<file path="config.mk">
export PLATFORM = sky130hd
export DESIGN_NAME = staircase_swipe_sequencer_flat
export DESIGN_NICKNAME = d
export VERILOG_FILES = /design/src/rtl/core/sss_pkg.sv /design/src/rtl/core/sss_if.sv /design/src/rtl/core/sss_cfg_regs.sv /design/src/rtl/core/sss_step.sv /design/src/rtl/core/sss_mask.sv /design/src/rtl/core/staircase_swipe_sequencer.sv /design/src/flat_wrapper.sv
export SDC_FILE = /design/constraint.sdc
export NUM_CORES = 1
export LEC_CHECK = 0
export CORE_MARGIN = 5
export CORE_UTILIZATION = 55
export DETAILED_ROUTE_END_ITERATION = 8
export DONT_BUFFER_PORTS = 1
export PLACE_DENSITY = 0.76
export SYNTH_ARGS = -nofsm -noshare
export SYNTH_HDL_FRONTEND = slang
export SYNTH_HIERARCHICAL = 1
export SYNTH_SLANG_ARGS = --single-unit
</file>
<file path="constraint.sdc">
create_clock -name i_clk -period 10.32 [get_ports i_clk]
set_input_delay 0.516 -clock i_clk [delete_from_list [all_inputs] [get_ports i_clk]]
set_output_delay 0.516 -clock i_clk [all_outputs]
set_load 0.02 [all_outputs]
</file>
<file path="src/rtl/core/sss_pkg.sv">
`timescale 1ns / 1ps
`default_nettype none
// ============================================================================
// sss_pkg - Staircase swipe sequencer package
// Shared types, register indexes, command codes and reset values.
// ============================================================================
package sss_pkg;

    // Field widths.
    localparam int unsigned MASK_W   = 32;
    localparam int unsigned CMD_W    = 3;
    localparam int unsigned ADDR_W   = 3;
    localparam int unsigned DATA_W   = 32;
    localparam int unsigned WIN_W    = 6;
    localparam int unsigned FIRST_W  = 5;
    localparam int unsigned DELAY_W  = 16;
    localparam int unsigned AGE_W    = 32;
    localparam int unsigned WAIT_W   = 8;

    // Ticks between a command and the swipe preset, and between the end of
    // an off swipe and the solid preset.
    localparam logic [WAIT_W-1:0] PRESET_WAIT = 8'd250;

    // Configuration register indexes.
    localparam logic [ADDR_W-1:0] CFG_STEP_DELAY    = 3'd0;
    localparam logic [ADDR_W-1:0] CFG_HOLD_TIME     = 3'd1;
    localparam logic [ADDR_W-1:0] CFG_FIRST_SEGMENT = 3'd2;
    localparam logic [ADDR_W-1:0] CFG_END_SEGMENT   = 3'd3;
    localparam logic [ADDR_W-1:0] CFG_BLOCK_ENABLE  = 3'd4;

    // Swipe command codes; other codes are unrecognized.
    localparam logic [CMD_W-1:0] CMD_ON_UP    = 3'd0;
    localparam logic [CMD_W-1:0] CMD_ON_DOWN  = 3'd1;
    localparam logic [CMD_W-1:0] CMD_OFF_UP   = 3'd2;
    localparam logic [CMD_W-1:0] CMD_OFF_DOWN = 3'd3;
    localparam logic [CMD_W-1:0] CMD_NONE     = 3'd4;

    // Configuration register reset values.
    localparam logic [DELAY_W-1:0] STEP_DELAY_RST    = 16'd150;
    localparam logic [AGE_W-1:0]   HOLD_TIME_RST     = 32'd30000;
    localparam logic [FIRST_W-1:0] FIRST_SEGMENT_RST = 5'd0;
    localparam logic [WIN_W-1:0]   END_SEGMENT_RST   = 6'd1;

    typedef struct packed {
        logic [DELAY_W-1:0] step_delay;
        logic [AGE_W-1:0]   hold_time;
        logic [FIRST_W-1:0] first_segment;
        logic [WIN_W-1:0]   end_segment;
        logic               block_enable;
    } t_cfg;

    typedef struct packed {
        logic               lit;
        logic               swiping;
        logic               auto_off;
        logic               dir_up;
        logic               last_from_top;
        logic [WIN_W-1:0]   win_lo;
        logic [WIN_W-1:0]   win_hi;
        logic [AGE_W-1:0]   step_age;
        logic [AGE_W-1:0]   switch_age;
        logic               swipe_pend;
        logic [WAIT_W-1:0]  swipe_wait;
        logic [CMD_W-1:0]   pend_cmd;
        logic               solid_pend;
        logic [WAIT_W-1:0]  solid_wait;
    } t_state;

    // Per-beat event flags produced by the step logic.
    typedef struct packed {
        logic mask_update;
        logic apply_black;
        logic apply_swipe;
        logic apply_solid;
    } t_flags;

    typedef struct packed {
        logic [MASK_W-1:0] segment_mask;
        t_flags            flags;
        logic              lights_on;
        logic              animating;
    } t_result;

    // Window reset: low at the first segment, high at end segment minus one.
    localparam t_state STATE_RST = '{
        lit:           1'b0,
        swiping:       1'b0,
        auto_off:      1'b0,
        dir_up:        1'b1,
        last_from_top: 1'b0,
        win_lo:        6'd0,
        win_hi:        6'd0,
        step_age:      32'd0,
        switch_age:    32'd0,
        swipe_pend:    1'b0,
        swipe_wait:    8'd0,
        pend_cmd:      CMD_NONE,
        solid_pend:    1'b0,
        solid_wait:    8'd0
    };

endpackage
`default_nettype wire

</file>
<file path="src/rtl/core/sss_if.sv">
`timescale 1ns / 1ps
`default_nettype none
// ============================================================================
// sss_if - Staircase swipe sequencer stream interfaces
// Valid/ready channels for request beats and result beats.
// ============================================================================

// Request channel: a tick or a swipe command.
interface sss_req_if;
    logic                      valid;
    logic                      ready;
    logic                      req_type;
    logic [sss_pkg::CMD_W-1:0] command;

    modport source (output valid, output req_type, output command, input ready);
    modport sink   (input valid, input req_type, input command, output ready);
endinterface

// Result channel: one beat per request beat.
interface sss_res_if;
    logic                       valid;
    logic                       ready;
    logic [sss_pkg::MASK_W-1:0] segment_mask;
    logic                       mask_update;
    logic                       apply_black;
    logic                       apply_swipe;
    logic                       apply_solid;
    logic                       lights_on;
    logic                       animating;

    modport source (
        output valid, output segment_mask, output mask_update, output apply_black,
        output apply_swipe, output apply_solid, output lights_on, output animating,
        input ready
    );
    modport sink (
        input valid, input segment_mask, input mask_update, input apply_black,
        input apply_swipe, input apply_solid, input lights_on, input animating,
        output ready
    );
endinterface
`default_nettype wire

</file>
<file path="src/rtl/core/sss_cfg_regs.sv">
`timescale 1ns / 1ps
`default_nettype none
// ============================================================================
// sss_cfg_regs - Configuration registers
// Write-only register file holding delays, segment bounds and enable.
// ============================================================================
module sss_cfg_regs (
    input  wire logic                        i_clk,
    input  wire logic                        i_rst_n,
    input  wire logic                        i_cfg_we,
    input  wire logic [sss_pkg::ADDR_W-1:0]  i_cfg_addr,
    input  wire logic [sss_pkg::DATA_W-1:0]  i_cfg_wdata,
    output sss_pkg::t_cfg                    o_cfg
);

    sss_pkg::t_cfg r_cfg;

    // Each register takes the low bits of the write data; other indexes are ignored.
    always_ff @(posedge i_clk) begin
        if (!i_rst_n) begin
            r_cfg.step_delay    <= sss_pkg::STEP_DELAY_RST;
            r_cfg.hold_time     <= sss_pkg::HOLD_TIME_RST;
            r_cfg.first_segment <= sss_pkg::FIRST_SEGMENT_RST;
            r_cfg.end_segment   <= sss_pkg::END_SEGMENT_RST;
            r_cfg.block_enable  <= 1'b1;
        end else if (i_cfg_we) begin
            case (i_cfg_addr)
                sss_pkg::CFG_STEP_DELAY: begin
                    r_cfg.step_delay <= i_cfg_wdata[sss_pkg::DELAY_W-1:0];
                end
                sss_pkg::CFG_HOLD_TIME: begin
                    r_cfg.hold_time <= i_cfg_wdata[sss_pkg::AGE_W-1:0];
                end
                sss_pkg::CFG_FIRST_SEGMENT: begin
                    r_cfg.first_segment <= i_cfg_wdata[sss_pkg::FIRST_W-1:0];
                end
                sss_pkg::CFG_END_SEGMENT: begin
                    r_cfg.end_segment <= i_cfg_wdata[sss_pkg::WIN_W-1:0];
                end
                sss_pkg::CFG_BLOCK_ENABLE: begin
                    r_cfg.block_enable <= i_cfg_wdata[0];
                end
                default: begin
                end
            endcase
        end
    end

    assign o_cfg = r_cfg;

endmodule
`default_nettype wire

</file>
<file path="src/rtl/core/sss_step.sv">
`timescale 1ns / 1ps
`default_nettype none
// ============================================================================
// sss_step - Sequencer next-state logic
// Applies one tick or command beat to the sequencer state and raises the
// preset and mask update flags for that beat.
// ============================================================================
module sss_step (
    input  wire sss_pkg::t_cfg              i_cfg,
    input  wire sss_pkg::t_state            i_state,
    input  wire logic                       i_req_type,
    input  wire logic [sss_pkg::CMD_W-1:0]  i_command,
    output sss_pkg::t_state                 o_state,
    output sss_pkg::t_flags                 o_flags
);

    sss_pkg::t_state            s;
    sss_pkg::t_flags            f;
    logic [sss_pkg::WIN_W-1:0]  first6;
    logic [sss_pkg::WIN_W-1:0]  low_dec;
    logic [sss_pkg::WIN_W:0]    high_inc;
    logic                       full;

    assign first6 = {1'b0, i_cfg.first_segment};

    always_comb begin
        s        = i_state;
        f        = '0;
        low_dec  = '0;
        high_inc = '0;
        full     = 1'b0;

        if (i_req_type) begin
            // Command beat: latch it, flag black, restart the swipe wait.
            s.pend_cmd    = i_command;
            f.apply_black = 1'b1;
            s.swipe_pend  = 1'b1;
            s.swipe_wait  = '0;
        end else begin
            // Tick beat: saturating ages and armed wait counters.
            if (s.step_age != '1) begin
                s.step_age = s.step_age + 32'd1;
            end
            if (s.switch_age != '1) begin
                s.switch_age = s.switch_age + 32'd1;
            end
            if (s.swipe_pend && s.swipe_wait != '1) begin
                s.swipe_wait = s.swipe_wait + 8'd1;
            end
            if (s.solid_pend && s.solid_wait != '1) begin
                s.solid_wait = s.solid_wait + 8'd1;
            end

            // Solid preset, only when the staircase is dark and still.
            if (s.solid_pend && s.solid_wait >= sss_pkg::PRESET_WAIT) begin
                if (!s.swiping && !s.lit) begin
                    f.apply_solid = 1'b1;
                end
                s.solid_pend = 1'b0;
            end

            // Swipe preset: load the window and start the swipe unless an on
            // swipe is already running.
            if (s.swipe_pend && s.swipe_wait >= sss_pkg::PRESET_WAIT) begin
                s.swipe_pend  = 1'b0;
                f.apply_swipe = 1'b1;
                case (s.pend_cmd)
                    sss_pkg::CMD_ON_UP: begin
                        s.win_lo = i_cfg.end_segment - 6'd1;
                        s.win_hi = i_cfg.end_segment;
                        if (!s.swiping || !s.lit) begin
                            s.dir_up        = 1'b1;
                            s.last_from_top = 1'b1;
                            s.lit           = 1'b1;
                            s.swiping       = 1'b1;
                            s.auto_off      = 1'b0;
                        end
                    end
                    sss_pkg::CMD_ON_DOWN: begin
                        s.win_lo = first6;
                        s.win_hi = first6 + 6'd1;
                        if (!s.swiping || !s.lit) begin
                            s.dir_up        = 1'b0;
                            s.last_from_top = 1'b0;
                            s.lit           = 1'b1;
                            s.swiping       = 1'b1;
                            s.auto_off      = 1'b0;
                        end
                    end
                    sss_pkg::CMD_OFF_UP, sss_pkg::CMD_OFF_DOWN: begin
                        s.win_lo = first6;
                        s.win_hi = i_cfg.end_segment;
                        if (!s.swiping || !s.lit) begin
                            s.dir_up  = (s.pend_cmd == sss_pkg::CMD_OFF_UP);
                            s.lit     = 1'b0;
                            s.swiping = 1'b1;
                        end
                    end
                    default: begin
                    end
                endcase
                if (!i_state.swiping || !i_state.lit) begin
                    s.switch_age = '0;
                    s.step_age   = '0;
                end
            end

            if (i_cfg.block_enable) begin
                // Automatic off after the hold time, opposite to the on swipe.
                if (s.lit && !s.swiping && !s.auto_off && s.switch_age > i_cfg.hold_time) begin
                    s.lit      = 1'b0;
                    s.swiping  = 1'b1;
                    s.auto_off = 1'b1;
                    s.step_age = '0;
                    s.dir_up   = !s.last_from_top;
                    s.win_lo   = first6;
                    s.win_hi   = i_cfg.end_segment;
                end

                // One segment step once the step delay has passed.
                if (s.swiping && s.step_age > {16'd0, i_cfg.step_delay}) begin
                    s.step_age    = '0;
                    f.mask_update = 1'b1;
                    if (s.lit) begin
                        if (s.dir_up) begin
                            low_dec = (s.win_lo != '0) ? s.win_lo - 6'd1 : '0;
                            s.win_lo = (s.win_lo == '0 || low_dec < first6) ? first6 : low_dec;
                            full = (s.win_lo == first6);
                        end else begin
                            high_inc = {1'b0, s.win_hi} + 7'd1;
                            s.win_hi = (high_inc < {1'b0, i_cfg.end_segment}) ?
                                       high_inc[sss_pkg::WIN_W-1:0] : i_cfg.end_segment;
                            full = (s.win_hi == i_cfg.end_segment);
                        end
                        if (full) begin
                            s.swiping = 1'b0;
                        end
                    end else begin
                        if (s.dir_up) begin
                            if (s.win_lo < s.win_hi) begin
                                s.win_lo = s.win_lo + 6'd1;
                            end
                            full = (s.win_lo >= s.win_hi);
                        end else begin
                            if (s.win_hi > s.win_lo) begin
                                s.win_hi = s.win_hi - 6'd1;
                            end
                            full = (s.win_hi <= s.win_lo);
                        end
                        // Off swipe done: black now, solid after the wait.
                        if (full) begin
                            s.swiping     = 1'b0;
                            s.auto_off    = 1'b0;
                            s.win_lo      = i_cfg.end_segment;
                            s.win_hi      = first6;
                            f.apply_black = 1'b1;
                            s.solid_pend  = 1'b1;
                            s.solid_wait  = '0;
                        end
                    end
                end
            end
        end
    end

    assign o_state = s;
    assign o_flags = f;

endmodule
`default_nettype wire

</file>
<file path="src/rtl/core/sss_mask.sv">
`timescale 1ns / 1ps
`default_nettype none
// ============================================================================
// sss_mask - Lit segment mask
// Sets bit i when segment i lies inside both the lit window and the
// configured segment range.
// ============================================================================
module sss_mask #(
    parameter int unsigned SEGMENTS = 32
) (
    input  wire logic [sss_pkg::WIN_W-1:0]   i_win_lo,
    input  wire logic [sss_pkg::WIN_W-1:0]   i_win_hi,
    input  wire logic [sss_pkg::FIRST_W-1:0] i_first_segment,
    input  wire logic [sss_pkg::WIN_W-1:0]   i_end_segment,
    output logic [sss_pkg::MASK_W-1:0]       o_mask
);

    logic open_window;

    // An empty or inverted window lights nothing.
    assign open_window = (i_win_lo < i_win_hi);

    for (genvar i = 0; i < sss_pkg::MASK_W; i++) begin : g_bit
        localparam logic [sss_pkg::WIN_W-1:0] IDX = sss_pkg::WIN_W'(i);
        if (i < SEGMENTS) begin : g_live
            assign o_mask[i] = open_window
                             && (IDX >= {1'b0, i_first_segment}) && (IDX < i_end_segment)
                             && (IDX >= i_win_lo) && (IDX < i_win_hi);
        end else begin : g_dead
            assign o_mask[i] = 1'b0;
        end
    end

endmodule
`default_nettype wire

</file>
<file path="src/rtl/core/staircase_swipe_sequencer.sv">
`timescale 1ns / 1ps
`default_nettype none
// ============================================================================
// staircase_swipe_sequencer - Staircase swipe sequencer top level
// Turns tick and swipe command beats into lit segment masks and preset
// requests, one result beat per request beat.
// ============================================================================
//
//  Channel   Dir   Handshake          Payload
//  i_req     in    valid / ready      req_type, command
//  o_res     out   valid / ready      segment_mask, mask_update, apply_black,
//                                     apply_swipe, apply_solid, lights_on,
//                                     animating
//  cfg       in    i_cfg_we           i_cfg_addr, i_cfg_wdata
//
//  A request beat is held in the input register while the step logic works
//  on it; the state and the result register load when the beat moves on,
//  so each result is offered from the result register, and one beat is
//  taken every cycle while the result channel is not stalled.
//  Synchronous active-low reset clears state and configuration to defaults.
//  A stalled result holds in the output register; the input register can
//  still take one beat and then holds it as well.
// ============================================================================
module staircase_swipe_sequencer #(
    parameter int unsigned SEGMENTS = 32
) (
    input  wire logic                        i_clk,
    input  wire logic                        i_rst_n,
    sss_req_if.sink                          i_req,
    sss_res_if.source                        o_res,
    input  wire logic                        i_cfg_we,
    input  wire logic [sss_pkg::ADDR_W-1:0]  i_cfg_addr,
    input  wire logic [sss_pkg::DATA_W-1:0]  i_cfg_wdata
);

    sss_pkg::t_cfg                  cfg;
    sss_pkg::t_state                r_state;
    sss_pkg::t_state                n_state;
    sss_pkg::t_flags                n_flags;
    sss_pkg::t_result               r_out;
    logic [sss_pkg::MASK_W-1:0]     n_mask;
    logic                           r_in_valid;
    logic                           r_in_req_type;
    logic [sss_pkg::CMD_W-1:0]      r_in_command;
    logic                           r_out_valid;
    logic                           move;
    logic                           in_accept;

    sss_cfg_regs u_cfg (
        .i_clk       (i_clk),
        .i_rst_n     (i_rst_n),
        .i_cfg_we    (i_cfg_we),
        .i_cfg_addr  (i_cfg_addr),
        .i_cfg_wdata (i_cfg_wdata),
        .o_cfg       (cfg)
    );

    // Handshake: the held beat moves on when the result register frees up.
    assign move        = r_in_valid && (!r_out_valid || o_res.ready);
    assign i_req.ready = !r_in_valid || move;
    assign in_accept   = i_req.valid && i_req.ready;

    // Input register.
    always_ff @(posedge i_clk) begin
        if (!i_rst_n) begin
            r_in_valid <= 1'b0;
        end else if (in_accept) begin
            r_in_valid <= 1'b1;
        end else if (move) begin
            r_in_valid <= 1'b0;
        end
    end

    always_ff @(posedge i_clk) begin
        if (in_accept) begin
            r_in_req_type <= i_req.req_type;
            r_in_command  <= i_req.command;
        end
    end

    sss_step u_step (
        .i_cfg      (cfg),
        .i_state    (r_state),
        .i_req_type (r_in_req_type),
        .i_command  (r_in_command),
        .o_state    (n_state),
        .o_flags    (n_flags)
    );

    sss_mask #(
        .SEGMENTS (SEGMENTS)
    ) u_mask (
        .i_win_lo        (n_state.win_lo),
        .i_win_hi        (n_state.win_hi),
        .i_first_segment (cfg.first_segment),
        .i_end_segment   (cfg.end_segment),
        .o_mask          (n_mask)
    );

    // Sequencer state advances once per beat.
    always_ff @(posedge i_clk) begin
        if (!i_rst_n) begin
            r_state <= sss_pkg::STATE_RST;
        end else if (move) begin
            r_state <= n_state;
        end
    end

    // Result register.
    always_ff @(posedge i_clk) begin
        if (!i_rst_n) begin
            r_out_valid <= 1'b0;
        end else if (move) begin
            r_out_valid <= 1'b1;
        end else if (o_res.ready) begin
            r_out_valid <= 1'b0;
        end
    end

    always_ff @(posedge i_clk) begin
        if (move) begin
            r_out.segment_mask <= n_mask;
            r_out.flags        <= n_flags;
            r_out.lights_on    <= n_state.lit;
            r_out.animating    <= n_state.swiping;
        end
    end

    assign o_res.valid        = r_out_valid;
    assign o_res.segment_mask = r_out.segment_mask;
    assign o_res.mask_update  = r_out.flags.mask_update;
    assign o_res.apply_black  = r_out.flags.apply_black;
    assign o_res.apply_swipe  = r_out.flags.apply_swipe;
    assign o_res.apply_solid  = r_out.flags.apply_solid;
    assign o_res.lights_on    = r_out.lights_on;
    assign o_res.animating    = r_out.animating;

`ifndef ASSERT_OFF
    // An automatic off swipe only runs with the lights switched off.
    a_auto_off_dark: assert property (@(posedge i_clk) disable iff (!i_rst_n)
        r_state.auto_off |-> !r_state.lit)
        else $error("auto off running while lit");

    // A new result only appears after a beat left the input register.
    a_result_from_move: assert property (@(posedge i_clk) disable iff (!i_rst_n)
        $rose(r_out_valid) |-> $past(move))
        else $error("result without a moved beat");

    // A held beat that cannot move stays in the input register unchanged.
    a_in_hold: assert property (@(posedge i_clk) disable iff (!i_rst_n)
        (r_in_valid && !move) |=> (r_in_valid && $stable(r_in_command)
                                   && $stable(r_in_req_type)))
        else $error("held request beat lost");
`endif

endmodule
`default_nettype wire
</file>
<file path="src/flat_wrapper.sv">
// flat-port wrapper written by rule: the top's interface ports become plain ports
module staircase_swipe_sequencer_flat 
#(
    parameter int unsigned SEGMENTS = 32
)
  (i_clk, i_rst_n, i_cfg_we, i_cfg_addr, i_cfg_wdata, i_req_valid, i_req_req_type, i_req_command, i_req_ready, o_res_valid, o_res_segment_mask, o_res_mask_update, o_res_apply_black, o_res_apply_swipe, o_res_apply_solid, o_res_lights_on, o_res_animating, o_res_ready);
  sss_req_if i_req_i ();
  sss_res_if o_res_i ();
  input  wire logic i_clk;
  input  wire logic i_rst_n;
  input  wire logic i_cfg_we;
  input  wire logic [sss_pkg::ADDR_W-1:0] i_cfg_addr;
  input  wire logic [sss_pkg::DATA_W-1:0] i_cfg_wdata;
  input wire logic [$bits(i_req_i.valid)-1:0] i_req_valid;
  input wire logic [$bits(i_req_i.req_type)-1:0] i_req_req_type;
  input wire logic [$bits(i_req_i.command)-1:0] i_req_command;
  output wire logic [$bits(i_req_i.ready)-1:0] i_req_ready;
  output wire logic [$bits(o_res_i.valid)-1:0] o_res_valid;
  output wire logic [$bits(o_res_i.segment_mask)-1:0] o_res_segment_mask;
  output wire logic [$bits(o_res_i.mask_update)-1:0] o_res_mask_update;
  output wire logic [$bits(o_res_i.apply_black)-1:0] o_res_apply_black;
  output wire logic [$bits(o_res_i.apply_swipe)-1:0] o_res_apply_swipe;
  output wire logic [$bits(o_res_i.apply_solid)-1:0] o_res_apply_solid;
  output wire logic [$bits(o_res_i.lights_on)-1:0] o_res_lights_on;
  output wire logic [$bits(o_res_i.animating)-1:0] o_res_animating;
  input wire logic [$bits(o_res_i.ready)-1:0] o_res_ready;
  assign i_req_i.valid = i_req_valid;
  assign i_req_i.req_type = i_req_req_type;
  assign i_req_i.command = i_req_command;
  assign i_req_ready = i_req_i.ready;
  assign o_res_valid = o_res_i.valid;
  assign o_res_segment_mask = o_res_i.segment_mask;
  assign o_res_mask_update = o_res_i.mask_update;
  assign o_res_apply_black = o_res_i.apply_black;
  assign o_res_apply_swipe = o_res_i.apply_swipe;
  assign o_res_apply_solid = o_res_i.apply_solid;
  assign o_res_lights_on = o_res_i.lights_on;
  assign o_res_animating = o_res_i.animating;
  assign o_res_i.ready = o_res_ready;
  staircase_swipe_sequencer #(.SEGMENTS(SEGMENTS)) u_core (.i_clk(i_clk), .i_rst_n(i_rst_n), .i_req(i_req_i), .o_res(o_res_i), .i_cfg_we(i_cfg_we), .i_cfg_addr(i_cfg_addr), .i_cfg_wdata(i_cfg_wdata));
endmodule
</file>
==> flow_summary_export.csv, run 1 <==
group,metric,value,unit
placed_design,hpwl,37.9,mm
clocking,cts-root-buf,"clkbuf_16",
flow_run,drv_cap,0,
synth,synth_edf_count,42,
floorplan,die_h,189,um
pwr,p_leak,7.00,nW
timing,slew_violations,0,
status,status,"finished clean",
critical_path,critPathArrivalTime,10.47,ns
grt,grt_max_degree,308,
synth,synthCells,2322,
floorplan,io_pins,84,
critical_path,cp_slowest_cell,"or4_1",
floorplan,rows,65,
timing,fin_ws,0.206,ns
timing,tightest_slew,1.15,ns
clocking,cts_buffers,24,
drt,drc,0,
min_path,hold_class,"in2reg",
drt,ant_nets,0,
grt,grt_antenna_before_repair,1,
pwr,vdd_drop_max,0.188,mV
drt,wire_per_inst,20.1,um
synth,ys_seq_area_share,25.7,%
drt,firstDrtPassIters,7,
placed_design,gp_congestion,1.04,
floorplan,die_width,189,um
timing,post-route-min-period,10.11,ns
synth,synth.area.top_cells,"dfxtp_1 (19%), mux2i_1 (11%), nand2_1 (9.8%), edfxtp_1 (7.1%), ha_1 (6.4%)",
min_path,worstHoldStart,"i_req_req_type",
timing,finalSetupViolations,0,
clocking,ctsLongestPathBuffers,3,
timing,max_slew_margin,22.8,%
min_path,min_to,"u_core/r_in_req_type$_DFFE_PP_",
layout,stdcell_area,19000,um^2
synth,synth_top_area_share,18.6,%
timing,skew,0.0183,ns
floorplan,core_area,31600,um^2
synth,syn_area,17700,um^2
drt,vias_per_cell,6.40,
grt,globalRouteOverflowTotal,0,
placed_design,dp_slack,-0.136,ns
grt,grt_usage,28.5,%
critical_path,worst_r2r_endpoint,"u_core/o_res.segment_mask[10]$_DFFE_PP_",
clocking,cts_hold_buffers,0,
critical_path,start_kind,"flip-flop",
layout,layout-drive-gt1-share,9.35,%
timing,whs,0.0664,ns
critical_path,cp-end-kind,"flip-flop",
timing,fin_crit_sh,98.0,%
synth,synth-async-reset-ratio,0,%
synth,synth_seq_cells,206,
critical_path,rr_startpoint,"u_core/r_state[23]$_SDFFE_PN0P_",
drt,first_iter_violations,1889,
layout,nFillCells,2780,
floorplan,start_util,55.9,%
layout,nets,2417,
synth,syn_nets,2457,
floorplan,design.die.area,35800,um^2
layout,stdcell_count,2703,
critical_path,rr_worst_depth,41,
clocking,cts.sinks,206,
placed_design,dp.cells,2637,
synth,synth_top_area_cell,"dfxtp_1",
drt,dr_total_vias,17309,
placed_design,post_dp_cell_area,17900,um^2
layout,area_delta_synth_final,7.60,%
grt,grt_pass1_vias,16181,
critical_path,required,10.67,ns
critical_path,worstPathMaxFanout,12,
grt,grt_pass1_wl,85.1,mm
drt,drt-total-wl,54.3,mm
timing,fmax,98.9,MHz
timing,hold_viol_final,0,
synth,yosysUniqueCellTypes,105,
synth,yosys_most_used_dff,"dfxtp_1",
critical_path,reg2reg_slack,0.21,ns
synth,synth_warnings,6,
pwr,p_per_area,107,nW/um^2
clocking,htreeDepth,1,
clocking,cts_tree,"yes",
critical_path,path_class,"reg2reg",
min_path,hold_depth,0,
placed_design,io_buffers,0,
clocking,clkTransAtPathRegs,0.06,ns
clocking,clock_latency,0.54,ns
synth,syn_area_per_cell,7.61,um^2
critical_path,critPathMaxStageDelay,0.54,ns
-- placed cells by master (no fill, tap or decap), drive strengths merged, types with 21 or more instances in the layout --
master / instances
a21oi: 75
and3: 23
nand3: 64
edfxtp: 42
a31oi: 22
mux2i: 187
dfxtp: 164
nand2: 464
nor2: 188
nor3: 58
ha: 91
o21ai: 130
buf: 92
xor2: 36
nand4: 43
o22ai: 30
nor2b: 47
clkbuf: 29
xnor2: 55
nor4: 21
inv: 107
o31ai: 48
-- cells by family after synthesis --
family                     count (synthesis)  share of synthesized area (%)
xor gates and xnor gates                  92                           4.64
buffers and inverters                    262                           7.30
adders and majority gates                 91                           6.44
DFF                                      206                           25.7
AOI/OAI and AO/OA                        477                           18.3
muxes                                    203                           11.7
and+or+nand+nor                          991                           26.0
-- sequential cells by signal (all words and copies together), names as in the netlist --
name	cells
u_core/o_res.apply_black	1
u_core/o_res.mask_update	1
u_core/o_res.valid	1
u_core/o_res.apply_solid	1
u_core/r_in_command	3
u_core/o_res.animating	1
u_core/o_res.segment_mask	32
u_core/o_res.apply_swipe	1
u_core/o_res.lights_on	1
u_core/u_cfg/o_cfg	60
u_core/r_in_req_type	1
u_core/r_in_valid	1
u_core/r_state	102
-- synthesized netlist by cell type, drive strengths merged (48+ instances only) --
cell type,count
nor2,188
o21ai,130
nand3,64
xnor2,55
mux2i,187
clkbuf,110
buf,48
o31ai,48
inv,103
nand2,464
a21oi,75
nor3,58
ha,91
dfxtp,164
-- routing by layer --
metal	vias to the layer above	routed length [um]	global-route usage, %
met1	8091	22400	36.6
met3	185	4160	3.48
met2	835	25200	48.3
met4	0	2500	12.3
met5	-	0	0
li1	8198	-	-
-- final cells by class --
cell class	count	area, um^2	area share [%]
antenna	1	2.50	0.0132
clock buffer	29	664	3.49
clock inverter	15	186	0.980
inverter	104	390	2.05
multi-input combinational	1854	12000	63.1
sequential	206	4550	23.9
tap	402	503	2.65
timing repair buffer	92	728	3.83
-- through the flow --
| step | setup TNS, ns | power (mW) | utilization [%] |
|---|---|---|---|
| 3_5_place_dp | -0.493 | 1.12 | 56.5 |
| 4_1_cts | 0 | 2.03 | 59.4 |
| 2_1_floorplan | 0 | 1.08 | - |
| 5_1_grt | -1.99 | 2.11 | 60.1 |
| 3_3_place_gp | 0 | 1.12 | 56.5 |
| 6_report | 0 | 2.04 | 60.1 |
-- worst max-delay path: cells and delay by family, from the launching register on --
| kind | cells | cell delay (ns) |
|---|---|---|
| mux | 2 | 0.83 |
| fa+ha+maj | 4 | 1.25 |
| compound gates | 16 | 3.25 |
| buf+inv | 4 | 0.69 |
| simple gates | 14 | 3.21 |
| xor+xnor | 1 | 0.23 |
| flops | 1 | 0.46 |
-- worst max path at each step --
stage,start,to,cells past startpoint
final,u_core/r_state[23]$_SDFFE_PN0P_,u_core/o_res.segment_mask[10]$_DFFE_PP_,41
after global routing,u_core/r_state[43]$_SDFFE_PN0P_,u_core/o_res.segment_mask[10]$_DFFE_PP_,46
after CTS,u_core/r_state[13]$_SDFFE_PN0P_,u_core/o_res.segment_mask[12]$_DFFE_PP_,43
after floorplan,u_core/r_state[12]$_SDFFE_PN0P_,u_core/o_res.segment_mask[12]$_DFFE_PP_,53
after detailed placement,u_core/r_state[13]$_SDFFE_PN0P_,u_core/o_res.segment_mask[12]$_DFFE_PP_,38
after global placement,u_core/r_state[13]$_SDFFE_PN0P_,u_core/o_res.segment_mask[12]$_DFFE_PP_,37
-- where the power goes --
| group | switching [mW] | leakage, nW | internal (mW) |
|---|---|---|---|
| clock | 0.369 | 0.406 | 0.540 |
| combinational | 0.167 | 4.84 | 0.107 |
| sequential | 0.0197 | 1.75 | 0.835 |
| total | 0.555 | 7.00 | 1.48 |
-- timing repair --
item,4_1_cts,5_1_grt
setup endpoints to repair,21,32
buffers inserted,3,18
resized for setup,3,20
pin swaps,2,6
No activity file was read; power rests on OpenSTA's default activity.
==> run 2, diff against run 1 <==
- MAX_ROUTING_LAYER: not set -> met4
==> flow_summary_export.csv, run 2 (synthesis gave the netlist of run 1 again) <==
group,metric,value,unit
min_path,hold_depth,0,
grt,grt_usage,29.7,%
timing,slew_violations,0,
drt,drc,0,
pwr,total_power,2.00,mW
critical_path,cp_slowest_cell,"or4_1",
layout,nets,2414,
min_path,worstHoldStart,"i_req_command[0]",
floorplan,io_pins,84,
critical_path,cp_common_cell,"ha_1",
critical_path,critPathArrivalTime,10.24,ns
timing,fin_crit_sh,95.8,%
critical_path,reg2reg_slack,0.44,ns
pwr,vdd_drop_max,0.126,mV
clocking,htreeDepth,1,
timing,whs,0.0559,ns
min_path,min_to,"u_core/r_in_command[0]$_DFFE_PP_",
timing,max_slew_margin,26.5,%
placed_design,io_buffers,0,
clocking,cts_tree,"yes",
timing,hold_viol_final,0,
timing,fmax,101,MHz
floorplan,start_util,55.9,%
clocking,clkTransAtPathRegs,0.06,ns
timing,post-route-min-period,9.88,ns
critical_path,worstPathMaxFanout,13,
flow_run,drv_cap,0,
timing,tightest_slew,1.10,ns
timing,finalSetupViolations,0,
grt,grt_pass1_vias,15746,
grt,grt_max_degree,308,
grt,grt_pass1_wl,85.9,mm
critical_path,path_buf_inv,4,
clocking,cts_buffers,25,
placed_design,hpwl,38.2,mm
layout,layout_commonest_cell,"nand2_1",
drt,drt-total-wl,54.2,mm
status,status,"finished clean",
grt,grt_antenna_before_repair,0,
drt,vias_per_cell,6.37,
critical_path,required,10.68,ns
clocking,clock_latency,0.55,ns
critical_path,cp-end-kind,"flip-flop",
floorplan,design.die.area,35800,um^2
critical_path,rr_startpoint,"u_core/r_state[28]$_SDFFE_PN0P_",
layout,regMostFlops,"u_core/r_state",
timing,tns,0,ns
critical_path,cp_top_family,"compound AO/OA/AOI/OAI gates",
critical_path,critPathMaxStageDelay,0.54,ns
grt,globalRouteOverflowTotal,0,
min_path,hold_class,"in2reg",
drt,firstDrtPassIters,6,
layout,area_delta_synth_final,7.15,%
timing,skew,0.0156,ns
critical_path,start_kind,"flip-flop",
clocking,cts_hold_buffers,0,
floorplan,die_width,189,um
floorplan,core_area,31600,um^2
critical_path,worst_r2r_endpoint,"u_core/o_res.segment_mask[1]$_DFFE_PP_",
layout,diodes,0,
pwr,p_per_area,106,nW/um^2
drt,dr_total_vias,17204,
floorplan,rows,65,
critical_path,rr_worst_depth,44,
layout,layout-drive-gt1-share,8.96,%
clocking,ctsLongestPathBuffers,3,
drt,first_iter_violations,1934,
clocking,cts-root-buf,"clkbuf_16",
placed_design,gp_congestion,1.02,
layout,stdcell_area,18900,um^2
layout,largest_reg_flops,102,
floorplan,die_h,189,um
critical_path,path_class,"reg2reg",
clocking,cts.sinks,206,
layout,final_cell_mix,"nand2_1 (462), mux2i_1 (187), nor2_1 (185)",
drt,wire_per_inst,20.1,um
placed_design,post_dp_cell_area,17900,um^2
drt,ant_nets,0,
pwr,p_leak,6.98,nW
[run 2: changes by cell type in the layout (fill, tap and decap cells not counted), moves of 3 or more]
cell / previous run / this run
clkbuf_1: 1 / 9
clkinvlp_4: 5 / 0
dfxtp_1: 163 / 160
dfxtp_2: 1 / 4
[run 2: routing by layer]
layer  track usage [%]  share of wire, %  up-vias
met5                 -                 0        -
met4              12.8               5.2        0
met3              3.52               6.8      190
met2              47.2                45      744
met1              38.4                43     8072
li1                  -                 -     8198
[run 2: worst register-to-register path: cells and delay by family (launching register included)]
family | cells | cell delay, ns
AOI/OAI and AO/OA | 17 | 3.65
and+or+nand+nor | 16 | 2.99
adders and majority gates | 4 | 1.20
buffers and inverters | 4 | 0.59
DFF | 1 | 0.45
xor gates and xnor gates | 2 | 0.40
muxes | 1 | 0.39
[run 2: cell type report]
type	instances	area (um^2)
Sequential cell	206	4550
Tap cell	402	503
Clock inverter	8	86.3
Fill cell	2831	12700
Timing Repair Buffer	88	673
Clock buffer	38	726
Multi-Input combinational cell	1854	12000
Inverter	104	390
[run 2: what timing repair did]
action                                 4_1_cts  5_1_grt
endpoints found under the hold margin        0        0
setup endpoints to repair                    0       32
gates resized for setup                      0       28
setup buffers                                0       11
[run 2: worst max-delay path by stage]
stage / startpoint / to / slack, ns / cells past startpoint
after floorplan: u_core/r_state[12]$_SDFFE_PN0P_ / u_core/o_res.segment_mask[12]$_DFFE_PP_ / 0.006 / 53
after global placement: u_core/r_state[13]$_SDFFE_PN0P_ / u_core/o_res.segment_mask[17]$_DFFE_PP_ / 0.39 / 40
after detailed placement: u_core/r_state[13]$_SDFFE_PN0P_ / u_core/o_res.segment_mask[17]$_DFFE_PP_ / 0.07 / 42
after CTS: u_core/r_state[13]$_SDFFE_PN0P_ / u_core/o_res.segment_mask[17]$_DFFE_PP_ / 0.001 / 41
after global routing: u_core/r_state[28]$_SDFFE_PN0P_ / u_core/o_res.segment_mask[12]$_DFFE_PP_ / -0.04 / 43
final: u_core/r_state[28]$_SDFFE_PN0P_ / u_core/o_res.segment_mask[1]$_DFFE_PP_ / 0.44 / 44
[run 2: per-stage QoR]
step	utilization [%]	setup slack (ns)	cells
finish	59.9	0.438	2700
CTS	59.2	0.00146	2689
detailed placement	56.6	0.0652	2643
floorplan	-	0.00588	2322
global route	59.9	-0.0395	2700
global placement	56.6	0.392	2643
[run 2: power by group]
part / switching [mW] / internal, mW
combinational: 0.166 / 0.103
clock: 0.361 / 0.513
sequential: 0.0197 / 0.835
